==> src/sjfe_pkg.sv <==
`timescale 1ns / 1ps
// ----------------------------------------------------------------------------
// sjfe_pkg
// Types and constants shared by the servo jog frame encoder modules.
// ----------------------------------------------------------------------------
package sjfe_pkg;

  localparam int unsigned FRAME_LEN = 12;
  localparam int unsigned CNT_W     = $clog2(FRAME_LEN);

  localparam logic [7:0]  HEADER_BYTE     = 8'hFF;
  localparam logic [7:0]  FRAME_SIZE_BYTE = 8'h0C;
  localparam logic [7:0]  CHECK_MASK      = 8'hFE;
  localparam logic [7:0]  CMD_RESET       = 8'd6;
  localparam logic [11:0] MAX_PLAY_MS     = 12'd2856;

  // floor(y / 7) as (y * RECIP_7) >> RECIP_SHIFT, exact for y up to 1785
  localparam logic [11:0] RECIP_7     = 12'd2341;
  localparam int unsigned RECIP_SHIFT = 14;

  localparam logic [2:0] LED_GREEN = 3'd1;
  localparam logic [2:0] LED_BLUE  = 3'd2;
  localparam logic [2:0] LED_RED   = 3'd3;

  localparam logic [7:0] SET_GREEN = 8'h04;
  localparam logic [7:0] SET_BLUE  = 8'h08;
  localparam logic [7:0] SET_RED   = 8'h10;
  localparam logic [7:0] SET_NONE  = 8'h00;

  typedef struct packed {
    logic               speed_mode;
    logic [7:0]         servo_id;
    logic signed [11:0] goal;
    logic [11:0]        play_time_ms;
    logic [2:0]         led_colour;
  } req_t;

  typedef struct packed {
    logic [7:0] frame_byte;
    logic       last_byte;
  } res_t;

  typedef logic [FRAME_LEN-1:0][7:0] frame_t;

endpackage

==> src/sjfe_encoder.sv <==
`timescale 1ns / 1ps
// ----------------------------------------------------------------------------
// sjfe_encoder
// Builds the twelve frame bytes of one jog request and flags rejected ones.
// ----------------------------------------------------------------------------
module sjfe_encoder (
  input  sjfe_pkg::req_t   req,
  input  logic [7:0]       cmd,
  output sjfe_pkg::frame_t frame,
  output logic             ok
);

  logic        neg;
  logic [11:0] mag;
  logic [14:0] ms5;
  logic [11:0] ms5_div8;
  logic [23:0] prod;
  logic [7:0]  play;
  logic [7:0]  lo;
  logic [7:0]  hi;
  logic [7:0]  led_set;
  logic [7:0]  set_byte;
  logic [7:0]  ck1;
  logic [7:0]  ck2;

  // speed goals go out as magnitude, sign in bit 14 of the goal word
  assign neg = req.speed_mode & req.goal[11];
  assign mag = neg ? (~req.goal + 12'd1) : req.goal;

  assign ok = (req.play_time_ms <= sjfe_pkg::MAX_PLAY_MS) &&
              (mag[11:10] == 2'b00) &&
              (req.speed_mode || !req.goal[11]);

  // play = floor(ms * 5 / 56) = floor(floor(ms * 5 / 8) / 7)
  assign ms5      = {1'b0, req.play_time_ms, 2'b00} + {3'b000, req.play_time_ms};
  assign ms5_div8 = ms5[14:3];
  assign prod     = ms5_div8 * sjfe_pkg::RECIP_7;
  assign play     = prod[sjfe_pkg::RECIP_SHIFT +: 8];

  assign lo = mag[7:0];
  assign hi = {1'b0, neg, 4'b0000, mag[9:8]};

  always_comb begin
    unique case (req.led_colour)
      sjfe_pkg::LED_GREEN: led_set = sjfe_pkg::SET_GREEN;
      sjfe_pkg::LED_BLUE:  led_set = sjfe_pkg::SET_BLUE;
      sjfe_pkg::LED_RED:   led_set = sjfe_pkg::SET_RED;
      default:             led_set = sjfe_pkg::SET_NONE;
    endcase
  end

  assign set_byte = led_set | {6'b000000, req.speed_mode, 1'b0};

  // the id appears twice in the frame and cancels out of the XOR
  assign ck1 = (sjfe_pkg::FRAME_SIZE_BYTE ^ cmd ^ play ^ lo ^ hi ^ set_byte) &
               sjfe_pkg::CHECK_MASK;
  assign ck2 = ~ck1 & sjfe_pkg::CHECK_MASK;

  always_comb begin
    frame[0]  = sjfe_pkg::HEADER_BYTE;
    frame[1]  = sjfe_pkg::HEADER_BYTE;
    frame[2]  = sjfe_pkg::FRAME_SIZE_BYTE;
    frame[3]  = req.servo_id;
    frame[4]  = cmd;
    frame[5]  = ck1;
    frame[6]  = ck2;
    frame[7]  = play;
    frame[8]  = lo;
    frame[9]  = hi;
    frame[10] = set_byte;
    frame[11] = req.servo_id;
  end

endmodule

==> src/sjfe_serializer.sv <==
`timescale 1ns / 1ps
// ----------------------------------------------------------------------------
// sjfe_serializer
// Holds one encoded frame and shifts it out one byte per cycle.
// ----------------------------------------------------------------------------
module sjfe_serializer (
  input  logic             clk,
  input  logic             rst,
  input  logic             load,
  input  sjfe_pkg::frame_t frame_in,
  output logic             ready,
  output sjfe_pkg::res_t   res,
  output logic             res_strobe
);

  localparam logic [sjfe_pkg::CNT_W-1:0] LAST_IDX =
    sjfe_pkg::CNT_W'(sjfe_pkg::FRAME_LEN - 1);

  sjfe_pkg::frame_t            frame_q;
  logic                        active;
  logic                        active_next;
  logic [sjfe_pkg::CNT_W-1:0]  cnt;
  logic [sjfe_pkg::CNT_W-1:0]  cnt_next;
  logic                        on_last;

  assign on_last = active && (cnt == LAST_IDX);
  assign ready   = !active || on_last;

  always_comb begin
    active_next = active;
    cnt_next    = cnt;
    if (load) begin
      active_next = 1'b1;
      cnt_next    = '0;
    end else if (on_last) begin
      active_next = 1'b0;
    end else if (active) begin
      cnt_next = cnt + 1'b1;
    end
  end

  always_ff @(posedge clk) begin
    if (rst) begin
      active <= 1'b0;
      cnt    <= '0;
    end else begin
      active <= active_next;
      cnt    <= cnt_next;
    end
  end

  // advance: the current byte always sits at the bottom of the shift register
  always_ff @(posedge clk) begin
    if (load) begin
      frame_q <= frame_in;
    end else if (active) begin
      frame_q <= sjfe_pkg::frame_t'({8'h00, frame_q[sjfe_pkg::FRAME_LEN-1:1]});
    end
  end

  assign res_strobe     = active;
  assign res.frame_byte = frame_q[0];
  assign res.last_byte  = on_last;

  a_load_when_ready: assert property (@(posedge clk) disable iff (rst)
    load |-> ready)
    else $error("frame loaded while serializer still busy");

  a_stop_after_last: assert property (@(posedge clk) disable iff (rst)
    on_last && !load |=> !active)
    else $error("serializer kept running past the last byte");

endmodule

==> src/servo_jog_frame_encoder.sv <==
`timescale 1ns / 1ps
// ----------------------------------------------------------------------------
// servo_jog_frame_encoder
// Encodes single-servo jog requests into 12-byte serial command frames.
// ----------------------------------------------------------------------------
// A request is taken when start is high and busy is low. It is registered,
// encoded in the next cycle and loaded into the frame shift register, whose
// bytes then appear on res one per cycle, each marked by res_strobe for
// exactly one cycle; res.last_byte flags the twelfth. The receiver cannot
// stall: every byte must be taken as it appears. An accepted frame occupies
// the shift register until its last byte is out, and frames stream back to
// back; the next request can be taken while the current frame is still
// shifting out. The first byte appears once the request has passed through
// req_q and been loaded into the frame shift register. A rejected request
// (goal out of range or play time above 2856 ms) produces no bytes and is
// dropped. The command byte register is to be written through cfg_wr_en /
// cfg_wr_data only while idle (not enforced by the block); it resets to 6.
// ----------------------------------------------------------------------------
module servo_jog_frame_encoder (
  input  logic           clk,
  input  logic           rst,
  input  logic           start,
  output logic           busy,
  input  sjfe_pkg::req_t req,
  input  logic           cfg_wr_en,
  input  logic [7:0]     cfg_wr_data,
  output sjfe_pkg::res_t res,
  output logic           res_strobe
);

  sjfe_pkg::req_t   req_q;
  logic             req_valid;
  logic             req_valid_next;
  logic [7:0]       cmd;
  sjfe_pkg::frame_t frame;
  logic             ok;
  logic             ser_ready;
  logic             load;
  logic             accept;

  sjfe_encoder u_encoder (
    .req   (req_q),
    .cmd   (cmd),
    .frame (frame),
    .ok    (ok)
  );

  sjfe_serializer u_serializer (
    .clk        (clk),
    .rst        (rst),
    .load       (load),
    .frame_in   (frame),
    .ready      (ser_ready),
    .res        (res),
    .res_strobe (res_strobe)
  );

  assign load   = req_valid && ok && ser_ready;
  // hold only a good request that waits for the shift register
  assign busy   = req_valid && ok && !ser_ready;
  assign accept = start && !busy;

  always_comb begin
    req_valid_next = req_valid;
    if (accept) begin
      req_valid_next = 1'b1;
    end else if (req_valid && (load || !ok)) begin
      req_valid_next = 1'b0;
    end
  end

  always_ff @(posedge clk) begin
    if (rst) begin
      req_valid <= 1'b0;
      cmd       <= sjfe_pkg::CMD_RESET;
    end else begin
      req_valid <= req_valid_next;
      if (cfg_wr_en) begin
        cmd <= cfg_wr_data;
      end
    end
  end

  always_ff @(posedge clk) begin
    if (accept) begin
      req_q <= req;
    end
  end

  a_busy_has_request: assert property (@(posedge clk) disable iff (rst)
    busy |-> req_valid && ok)
    else $error("busy without a pending good request");

  a_load_starts_frame: assert property (@(posedge clk) disable iff (rst)
    load |=> res_strobe && (res.frame_byte == sjfe_pkg::HEADER_BYTE) &&
             !res.last_byte)
    else $error("loaded frame did not start with a header byte");

  a_reject_drops: assert property (@(posedge clk) disable iff (rst)
    req_valid && !ok && !start |=> !req_valid)
    else $error("rejected request was not dropped");

endmodule
==> config.mk <==
export PLATFORM = sky130hd
export DESIGN_NAME = servo_jog_frame_encoder
export DESIGN_NICKNAME = d
export VERILOG_FILES = /design/src/sjfe_pkg.sv /design/src/sjfe_encoder.sv /design/src/sjfe_serializer.sv /design/src/servo_jog_frame_encoder.sv
export SDC_FILE = /design/constraint.sdc
export NUM_CORES = 1
export LEC_CHECK = 0
export ABC_CLOCK_PERIOD_IN_PS = 6400
export BUFFER_PORTS_ARGS = -buffer_cell sky130_fd_sc_hd__buf_4
export CORE_ASPECT_RATIO = 1.25
export CORE_UTILIZATION = 56
export CTS_CLUSTER_SIZE = 40
export DETAILED_ROUTE_END_ITERATION = 8
export GPL_TIMING_DRIVEN = 0
export PLACE_DENSITY = 0.85
export SKIP_LAST_GASP = 1
export SYNTH_ARGS = -nofsm -noshare
export SYNTH_HDL_FRONTEND = slang
export SYNTH_HIERARCHICAL = 1
export SYNTH_SLANG_ARGS = --single-unit
==> constraint.sdc <==
create_clock -name clk -period 6.4 [get_ports clk]
set_clock_uncertainty 0.05 [all_clocks]
set_input_delay 0.64 -clock clk [delete_from_list [all_inputs] [get_ports clk]]
set_output_delay 0.64 -clock clk [all_outputs]
set_load 0.05 [all_outputs]
==> metrics.yaml, run 1 <==
outcome: "completed"
clock_path_buffers: 2
synth_most_common_cell: "edfxtp_1"
post-place-cells: 994
nFillCells: 1054
syn_area_sq_mm: 0.008917
port_buffers: 57
synth_area_leader_cell: "edfxtp_1"
worstReg2RegStart: "req_q[5]"
yosys.area_share.simple: 0.05149
worst_slew_pin_slew_ns: 0.8976
rsz0062_at_grt: "yes"
design_area_sq_mm: 0.01084
start_kind: "register"
hpwl_mm: 11.31
synth_cells: 691
cts_tree: "yes"
area_delta_synth_final_pct: 21.52
cts.clk_slew.worst_paths_ns: 0.06
ys_ff_latch: 146
cts_buffers: 17
grt_pass1_wl_mm: 26.81
synth_adder_area_share: 0.1484
initial_core_util: 0.5727
utilization: 0.6960
antenna_found_initial: 0
coreArea_sq_mm: 0.01557
synth_cell_types: 62
finalHoldViolCount: 0
setup_violations: 0
fmax_ghz: 0.1575
first_iter_violations: 375
hp-class: "in2reg"
min_period_over_period: 0.9920
core.rowCount: 51
fin_crit_ns: 6.349
slew_headroom: 0.4016
die_w_um: 114.9
postPlaceCellArea_sq_mm: 0.009766
synthTopCellsByCount: "edfxtp_1 (132), mux2_2 (88), buf_4 (78)"
ant_nets: 0
diodes: 0
grt_pass1_vias: 5600
synthMuxAreaShare: 0.1224
synth_area_per_cell_sq_um: 12.90
num-nets-final: 960
ys_top_cells_by_area: "edfxtp_1 (44%), mux2_2 (11%), ha_1 (11%)"
vias_per_cell: 5.251
p_leak_uw: 0.004629
critPathKind: "reg2reg"
min_from: "req[33]"
clk_latency_ns: 0.42
grt.met2_usage: 0.4134
drive_gt1_frac: 0.3916
ctsHtreeMaxLevel: 4
ys_async_sr_fraction: 0
synth_xor_xnor_area_share: 0.05206
use_met1: 0.2346
track_usage: 0.2188
crit_start: "req_q[5]"
gp_congestion: 0.8018
cts_hold_buf: 0
gr-total-overflow: 0
cts_num_sinks: 146
synth-main-ff-cell: "edfxtp_1"
cp.arrival_ns: 6.46
synth_top_family_by_area: "adder cells"
p_per_area_mw_per_mm2: 412.2
maxSlewViolCount: 0
die_h_um: 143.1
grt_util_met3: 0.03905
crit_fanout: 4
layout.cells.non_filler: 1042
synth_top_area_frac: 0.4445
dieArea_sq_mm: 0.01644
grt_max_degree: 63
max_cap_viol_count: 0
synth_edf_count: 132
ys.warnings.count: 6
cts-root-buf: "clkbuf_16"
ys_seq_area_frac: 0.4759
required_ns: 6.52
synth_compound_area_frac: 0.05192
top_usage_layer: "met2"
vias: 5472
ios: 59
drc: 0
end_kind: "register"
drt_wl_total_mm: 17.73
peakVddDrop_v: 0.0002781
firstDrtPassIters: 6
wire_per_inst_um: 17.02
stage by stage:
| stage | setup TNS (ns) | total power [uW] | setup slack, ns | hold WS (ns) |
|---|---|---|---|---|
| 2_1_floorplan | 0 | 2436 | 0.05618 | 0.4050 |
| 3_3_place_gp | -9.702 | 2727 | -0.7608 | 0.4228 |
| 3_5_place_dp | -10.92 | 2783 | -0.7583 | 0.4341 |
| 4_1_cts | 0 | 4075 | 0.001610 | 0.3351 |
| 5_1_grt | -1.896 | 4729 | -0.2041 | 0.3285 |
| 6_report | 0 | 4466 | 0.05148 | 0.3430 |
worst paths after layout:
path / to / slack [ns] / cells after the start
max: u_serializer/frame_q[47] / 0.05 / 26
max reg2reg: u_serializer/frame_q[47] / 0.05 / 26
min: req_q[33] / 0.34 / 1
min reg2reg: u_serializer/cnt[1] / 0.45 / 2
worst max-delay path, cell delays in order (launching register included):
cell	delay, ns
edfxtp_1	0.47
ha_4	0.25
nor2b_1	0.13
o21ai_1	0.15
a21boi_1	0.10
o21ai_1	0.17
a21boi_1	0.10
o21a_1	0.23
o2111a_1	0.26
or3_4	0.44
ha_4	0.29
ha_4	0.19
fa_1	0.51
inv_2	0.04
fa_1	0.53
inv_2	0.05
ha_4	0.26
and4_4	0.21
nand4_1	0.15
a2111oi_4	0.23
buf_6	0.18
o21ai_4	0.08
a21boi_4	0.21
a21oi_2	0.09
xnor2_2	0.27
xor2_1	0.14
mux2_4	0.28
logic make-up (layout without fill, tap and decap cells):
group                      Yosys count  after routing
and+or+nand+nor                     88             88
other                                2             35
AOI/OAI and AO/OA                   65             65
buffers and inverters              149            255
xor gates and xnor gates            48             48
muxes                               98             98
adders and majority gates           95             95
DFF                                146            146
timing repair:
item	CTS	global route
setup buffers	10	6
setup endpoints to repair	21	19
gates resized for setup	33	26
pin swaps	28	33
per-layer routing:
| metal | up-vias | routed length (um) |
|---|---|---|
| li1 | 2613 | - |
| met1 | 2681 | 6726 |
| met2 | 149 | 9938 |
| met3 | 29 | 667 |
| met4 | 0 | 399 |
| met5 | - | 0 |
registers in the layout, indices dropped and copies added, names as in the netlist:
name	count
u_serializer/res	8
req_q	36
u_serializer/cnt	4
req_valid	1
u_serializer/res_strobe	1
cmd	8
u_serializer/frame_q	88
layout by cell type (no fill, tap or decap), types with 4 or more instances in the layout:
cell and instances:
a211o_1 4, nor2_2 4, dfxtp_1 14, xnor2_1 23, ha_4 7, edfxtp_1 132
inv_1 59, o31ai_1 5, nand2_1 14, and3_1 4, and2_1 8, xnor2_2 4
o21a_1 5, nor2_1 22, buf_4 150, bufinv_16 4, nor3_1 7, clkbuf_16 17
mux2_4 7, a21oi_1 13, ha_1 70, mux2i_1 10, mux2_2 81, fa_1 17
buf_2 4, inv_2 4, conb_1 35, xor2_1 17
power breakdown:
| part | total (uW) | internal (uW) | switching, uW |
|---|---|---|---|
| clock network | 1060 | 658 | 406 |
| registers | 1130 | 1110 | 25.1 |
| logic | 2270 | 1050 | 1220 |
| total | 4470 | 2810 | 1650 |
area by class of cell:
class / instances / area, sq um / share of cell area
flip-flops and latches: 146 / 4244 / 0.3916
clock buffers: 17 / 425.4 / 0.03926
well taps: 212 / 265.3 / 0.02448
repair buffers: 74 / 579.3 / 0.05346
clock inverters: 15 / 205.2 / 0.01894
plain buffers: 86 / 628.1 / 0.05796
multi-input cells: 429 / 4253 / 0.3925
inverters: 63 / 236.5 / 0.02182
(Power assumes the default switching activity.)
==> run 2, diff against run 1 <==
--- a/config.mk
+++ b/config.mk
@@ -8,6 +8,7 @@
 export ABC_CLOCK_PERIOD_IN_PS = 6400
 export BUFFER_PORTS_ARGS = -buffer_cell sky130_fd_sc_hd__buf_4
 export CORE_ASPECT_RATIO = 1.25
+export CORE_MARGIN = 10
 export CORE_UTILIZATION = 56
 export CTS_CLUSTER_SIZE = 40
 export DETAILED_ROUTE_END_ITERATION = 8
==> metrics.yaml, run 2 (synthesis results as in run 1) <==
outcome: "completed"
die_h_um: 161.1  # +13%
p_total_uw: 4089  # -8.4%
final_cell_mix: "buf_4 (163), edfxtp_1 (132), mux2_2 (86)"
dieArea_sq_mm: 0.02140  # +30%
grt_pass1_wl_mm: 27.88  # +4.0%
gr-total-overflow: 0  # unchanged
setup_violations: 0  # unchanged
drt_wl_total_mm: 18.00  # +1.5%
cts_num_sinks: 146  # unchanged
initial_core_util: 0.5704  # -0.002338
reg_top3: "u_serializer/frame_q (88), req_q (36)"
worst_slew_pin_slew_ns: 0.9274  # +0.02981 ns
crit_fanout: 4  # unchanged
required_ns: 6.51  # about the same
rsz0062_at_grt: "yes"
drc: 0  # unchanged
crit_slowest_cell: "fa_1"
fmax_ghz: 0.1574  # about the same
track_usage: 0.1618  # -0.05701
min_period_over_period: 0.9927  # about the same
nFillCells: 1012  # -4.0%
gp_congestion: 0.8587  # +7.1%
diodes: 0  # unchanged
multi_input_area_sq_mm: 0.004299  # +1.1%
cp_num_buf_inv: 3  # unchanged
coreArea_sq_mm: 0.01563  # +0.41%
dp_slack_ns: -0.7262  # +0.03216 ns
seqCellArea_sq_mm: 0.004244  # unchanged
hpwl_mm: 12.01  # +6.2%
critPathTopFamily: "adder cells"
port_buffers: 57  # unchanged
cp.arrival_ns: 6.47  # about the same
vias: 5455  # -0.31%
ctsHtreeMaxLevel: 4  # unchanged
die_w_um: 132.9  # +16%
utilization: 0.6986  # +0.002601
first_iter_violations: 376  # +0.27%
p_leak_uw: 0.004648  # +0.40%
cts_buffers: 17  # unchanged
maxSlewViolCount: 0  # unchanged
cts.clk_slew.worst_paths_ns: 0.06  # about the same
peakVddDrop_v: 0.0002634  # -5.3%
ant_nets: 0  # unchanged
max_stage_delay_ns: 0.53  # about the same
cts_tree: "yes"
core.rowCount: 51  # unchanged
drive_gt1_frac: 0.4121  # +0.02055
end_kind: "register"
hp-class: "in2reg"
max_cap_viol_count: 0  # unchanged
layout_commonest_cell: "buf_4"
grt_max_degree: 58  # -7.9%
fin_crit_ns: 6.353  # +0.004908 ns
crit_top_cell: "o21ai_2"
layout_setup_ws_ns: 0.04658  # -0.004908 ns
grt_pass1_vias: 5759  # +2.8%
slew_headroom: 0.3817  # -0.01987
cts-root-buf: "clkbuf_16"
holdWs_ns: 0.3483  # +0.005365 ns
area_delta_synth_final_pct: 22.48
vias_per_cell: 5.176  # -1.4%
firstDrtPassIters: 4  # -2
wire_per_inst_um: 17.08  # +0.38%
clk_latency_ns: 0.41  # about the same
critPathKind: "reg2reg"
antenna_found_initial: 0  # unchanged
largest_reg_flops: 88  # unchanged
finalHoldViolCount: 0  # unchanged
start_kind: "register"
p_per_area_mw_per_mm2: 374.4  # -9.2%
clock_path_buffers: 2  # unchanged
ios: 59  # unchanged
num-nets-final: 972  # +1.3%
regMostFlops: "u_serializer/frame_q"
==> run 2: path summary, 6_finish.rpt <==
check | start | to | slack, ns | cells after the start
max | req_q[5] | u_serializer/frame_q[52] | 0.05 | 26
min | req[27] | req_q[27] | 0.35 | 1
max reg2reg | req_q[5] | u_serializer/frame_q[52] | 0.05 | 26
min reg2reg | u_serializer/cnt[1] | u_serializer/cnt[1] | 0.44 | 2
==> run 2: final cells by class <==
type                    count  area share
plain buffers              86     0.05751
multi-input cells         429      0.3936
inverters                  63     0.02165
repair buffers             86     0.06095
clock buffers              18     0.03929
flip-flops and latches    146      0.3886
clock inverters            14     0.01409
well taps                 212     0.02429
==> run 2: through the flow <==
stage,area [sq um],cells,TNS (ns)
detailed placement,9766,994,-9.424
floorplan,9041,724,0
global placement,9734,993,-8.378
CTS,10590,1042,-0.01207
global route,10920,1054,-0.8736
finish,10920,1054,0
==> run 2: layer usage <==
metal  track usage  part of all wire  vias up
met4       0.06313             0.021        0
met2        0.3091              0.56      112
met3       0.02700             0.033       26
li1              -                 -     2639
met1        0.1713              0.38     2678
met5             0                 0        -
==> run 2: report_power, final <==
part           internal, uW  total (uW)  switching [uW]
Clock                   579         970             391
Combinational           923        1990            1060
Sequential             1110        1130            24.6
==> run 2: timing repair <==
action | CTS | global route
hold buffers | 0 | 0
resized for setup | 24 | 39
setup endpoints to repair | 21 | 21
endpoints found under the hold margin | 0 | 0
buffers inserted | 16 | 12
pin swaps | 24 | 29
==> run 3, diff against run 2 <==
--- a/config.mk
+++ b/config.mk
@@ -5,6 +5,7 @@
 export SDC_FILE = /design/constraint.sdc
 export NUM_CORES = 1
 export LEC_CHECK = 0
+export ABC_AREA = 1
 export ABC_CLOCK_PERIOD_IN_PS = 6400
 export BUFFER_PORTS_ARGS = -buffer_cell sky130_fd_sc_hd__buf_4
 export CORE_ASPECT_RATIO = 1.25
@@ -13,7 +14,7 @@
 export CTS_CLUSTER_SIZE = 40
 export DETAILED_ROUTE_END_ITERATION = 8
 export GPL_TIMING_DRIVEN = 0
-export PLACE_DENSITY = 0.85
+export PLACE_DENSITY = 0.84
 export SKIP_LAST_GASP = 1
 export SYNTH_ARGS = -nofsm -noshare
 export SYNTH_HDL_FRONTEND = slang
==> metrics.yaml, run 3 <==
outcome: "completed"
fmax_ghz: 0.1702  # +8.1%
final_cell_mix: "nand2_1 (358), edfxtp_1 (132), buf_4 (130)"
area_delta_synth_final_pct: 15.53
coreArea_sq_mm: 0.01671  # +6.9%
synth-main-ff-cell: "edfxtp_1"
cp.arrival_ns: 6.01  # -0.46 ns
p_clk_frac: 0.217  # -0.020
cts_buffers: 17  # unchanged
use_met1: 0.1914  # +0.02018
p_comb_frac: 0.533  # +0.047
seq_power_share: 0.249  # -0.028
holdWs_ns: 0.3318  # -0.01654 ns
maxSlewViolCount: 0  # unchanged
die_w_um: 136.1  # +2.4%
reg_top3: "u_serializer/frame_q (88), req_q (36)"
grt_pass1_wl_mm: 32.22  # +16%
drive_gt1_frac: 0.1997  # -0.2125
switching_power_uw: 1954  # +32%
p_per_area_mw_per_mm2: 414.7  # +11%
synth_area_leader_cell: "edfxtp_1"
utilization: 0.6522  # -0.04638
ys_seq_area_frac: 0.4499  # -0.02607
ios: 59  # unchanged
clock_path_buffers: 2  # unchanged
crit_top_cell: "nand2_1"
rsz0062_at_grt: "no"
gr-total-overflow: 0  # unchanged
end_kind: "register"
cts_tree: "yes"
drc: 0  # unchanged
worst_slew_pin_slew_ns: 0.9438  # +0.01645 ns
max_stage_delay_ns: 0.55  # +0.02 ns
ctsHtreeMaxLevel: 4  # unchanged
synth_cells: 1048  # +52%
regMostFlops: "u_serializer/frame_q"
ys.warnings.count: 6  # unchanged
start_kind: "register"
wire_per_inst_um: 13.70  # -20%
num-nets-final: 1302  # +34%
synth_top_area_frac: 0.4202  # -0.02435
min_period_over_period: 0.9182  # -0.07454
die_h_um: 165.1  # +2.5%
ys_async_sr_fraction: 0  # unchanged
setup_violations: 0  # unchanged
fin_crit_ns: 5.876  # -0.4770 ns
largest_reg_flops: 88  # unchanged
swShare: 0.4322  # +0.07024
syn_area_sq_mm: 0.009434  # +5.8%
peakVddDrop_v: 0.0003100  # +18%
crit_slowest_cell: "fa_1"
drt_wl_total_mm: 19.07  # +5.9%
cts_num_sinks: 146  # unchanged
clk_latency_ns: 0.43  # +0.02 ns
synth_area_per_cell_sq_um: 9.002  # -30%
critPathKind: "reg2reg"
synth_cell_types: 38  # -39%
port_buffers: 58  # +1.8%
slew_headroom: 0.3693  # -0.01246
cp_num_buf_inv: 4  # +1
track_usage: 0.1788  # +0.01705
crit_fanout: 5  # +1
max_cap_viol_count: 0  # unchanged
grt_util_met3: 0.03390  # +0.006896
synth_edf_count: 132  # unchanged
postPlaceCellArea_sq_mm: 0.01031  # +5.6%
top_usage_layer: "met2"
required_ns: 6.53  # +0.02 ns
vias_per_cell: 4.996  # -3.5%
antenna_found_initial: 0  # unchanged
critPathTopFamily: "adder cells"
grt_max_degree: 68  # +17%
vias: 6954  # +27%
cts.clk_slew.worst_paths_ns: 0.06  # about the same
ys_ff_latch: 146  # unchanged
ys_top_cells_by_area: "edfxtp_1 (42%), nand2_1 (14%), ha_1 (10%)"
p_leak_uw: 0.005384  # +16%
hp-class: "in2reg"
gp_congestion: 0.8947  # +4.2%
internal_power_uw: 2567  # -1.6%
layout_commonest_cell: "nand2_1"
dieArea_sq_mm: 0.02247  # +5.0%
firstDrtPassIters: 5  # +1
first_iter_violations: 420  # +12%
hpwl_mm: 14.44  # +20%
ant_nets: 0  # unchanged
grt.met2_usage: 0.3310  # +0.02190
diodes: 0  # unchanged
nFillCells: 1279  # +26%
design_area_sq_mm: 0.01090  # -0.21%
synthTopCellsByCount: "nand2_1 (359), edfxtp_1 (132), inv_1 (114)"
synth_most_common_cell: "nand2_1"
core.rowCount: 53  # +3.9%
finalHoldViolCount: 0  # unchanged
setup_tns_ns: 0  # unchanged
p_total_uw: 4520  # +11%
cts-root-buf: "clkbuf_16"
initial_core_util: 0.5645  # -0.005848
r2r_slack_ns: 0.52  # +0.48 ns
grt_pass1_vias: 7127  # +24%
## run 3: power groups by stage
stage | registers (uW) | logic [uW] | clock network, uW
2_1_floorplan | 1140 | 1840 | 0
3_3_place_gp | 1150 | 2250 | 0
3_5_place_dp | 1150 | 2350 | 0
4_1_cts | 1130 | 2380 | 995
5_1_grt | 1130 | 2760 | 1040
6_report | 1130 | 2410 | 982
## run 3: worst paths after layout
kind         cells past startpoint                     from                  endpoint
max                             26                 req_q[6]  u_serializer/frame_q[44]
min                              1                   req[1]                  req_q[1]
min reg2reg                      2  u_serializer/frame_q[8]       u_serializer/res[1]
max reg2reg                     26                 req_q[6]  u_serializer/frame_q[44]
## run 3: kinds of logic (layout without fill, tap and decap cells)
| family | after synthesis | in the layout | share of synthesized area |
|---|---|---|---|
| and+or+nand+nor | 495 | 495 | 0.2186 |
| other | 2 | 35 | 0.0007961 |
| xor gates and xnor gates | 33 | 33 | 0.03223 |
| adders and majority gates | 95 | 95 | 0.1403 |
| AOI/OAI and AO/OA | 61 | 61 | 0.03767 |
| buffers and inverters | 216 | 307 | 0.1206 |
| DFF | 146 | 146 | 0.4499 |
## run 3: final cells by class
class                           count  area [sq um]  share of cell area
Clock buffer                       19         432.9             0.03972
Inverter                          124         465.4             0.04270
Sequential cell                   146          4244              0.3894
Buffer                             92         671.9             0.06165
Clock inverter                     13         148.9             0.01366
Timing Repair Buffer               59         462.9             0.04248
Multi-Input combinational cell    719          4198              0.3851
Tap cell                          220         275.3             0.02526
## run 3: layer usage
layer,vias up,wire length [um]
li1,3487,-
met1,3241,7495
met2,180,10220
met3,46,788
met4,0,572
met5,-,0
## run 3: repair_timing
action	CTS	global route
hold endpoints to repair	0	0
setup buffers	0	0
hold buffers	0	0
setup endpoints to repair	0	2
resized for setup	0	1
## run 3: worst reg2reg max path, cell delays in order, from the launching register on
cell and delay, ns:
edfxtp_1 0.42, ha_1 0.38, a21o_1 0.19, a31oi_1 0.30, inv_1 0.07, a21oi_1 0.12, o21ai_0 0.10, xnor2_1 0.14
inv_1 0.13, ha_1 0.36, ha_1 0.35, xnor2_1 0.25, fa_1 0.47, fa_1 0.55, inv_1 0.04, ha_1 0.31
nand2_1 0.14, nor4_2 0.37, nand4_1 0.19, nand2_1 0.15, nand2_1 0.11, nand3_1 0.11, nand3_1 0.08, nand2_1 0.09
inv_1 0.05, nand2_1 0.05, nand2_1 0.05
## run 3: stage by stage
step                      cells  setup slack (ns)
final                      1392            0.5236
after global routing       1392           0.04877
after CTS                  1392            0.4904
after detailed placement   1360            0.5063
after global placement     1359            0.5650
after floorplan            1081             1.259
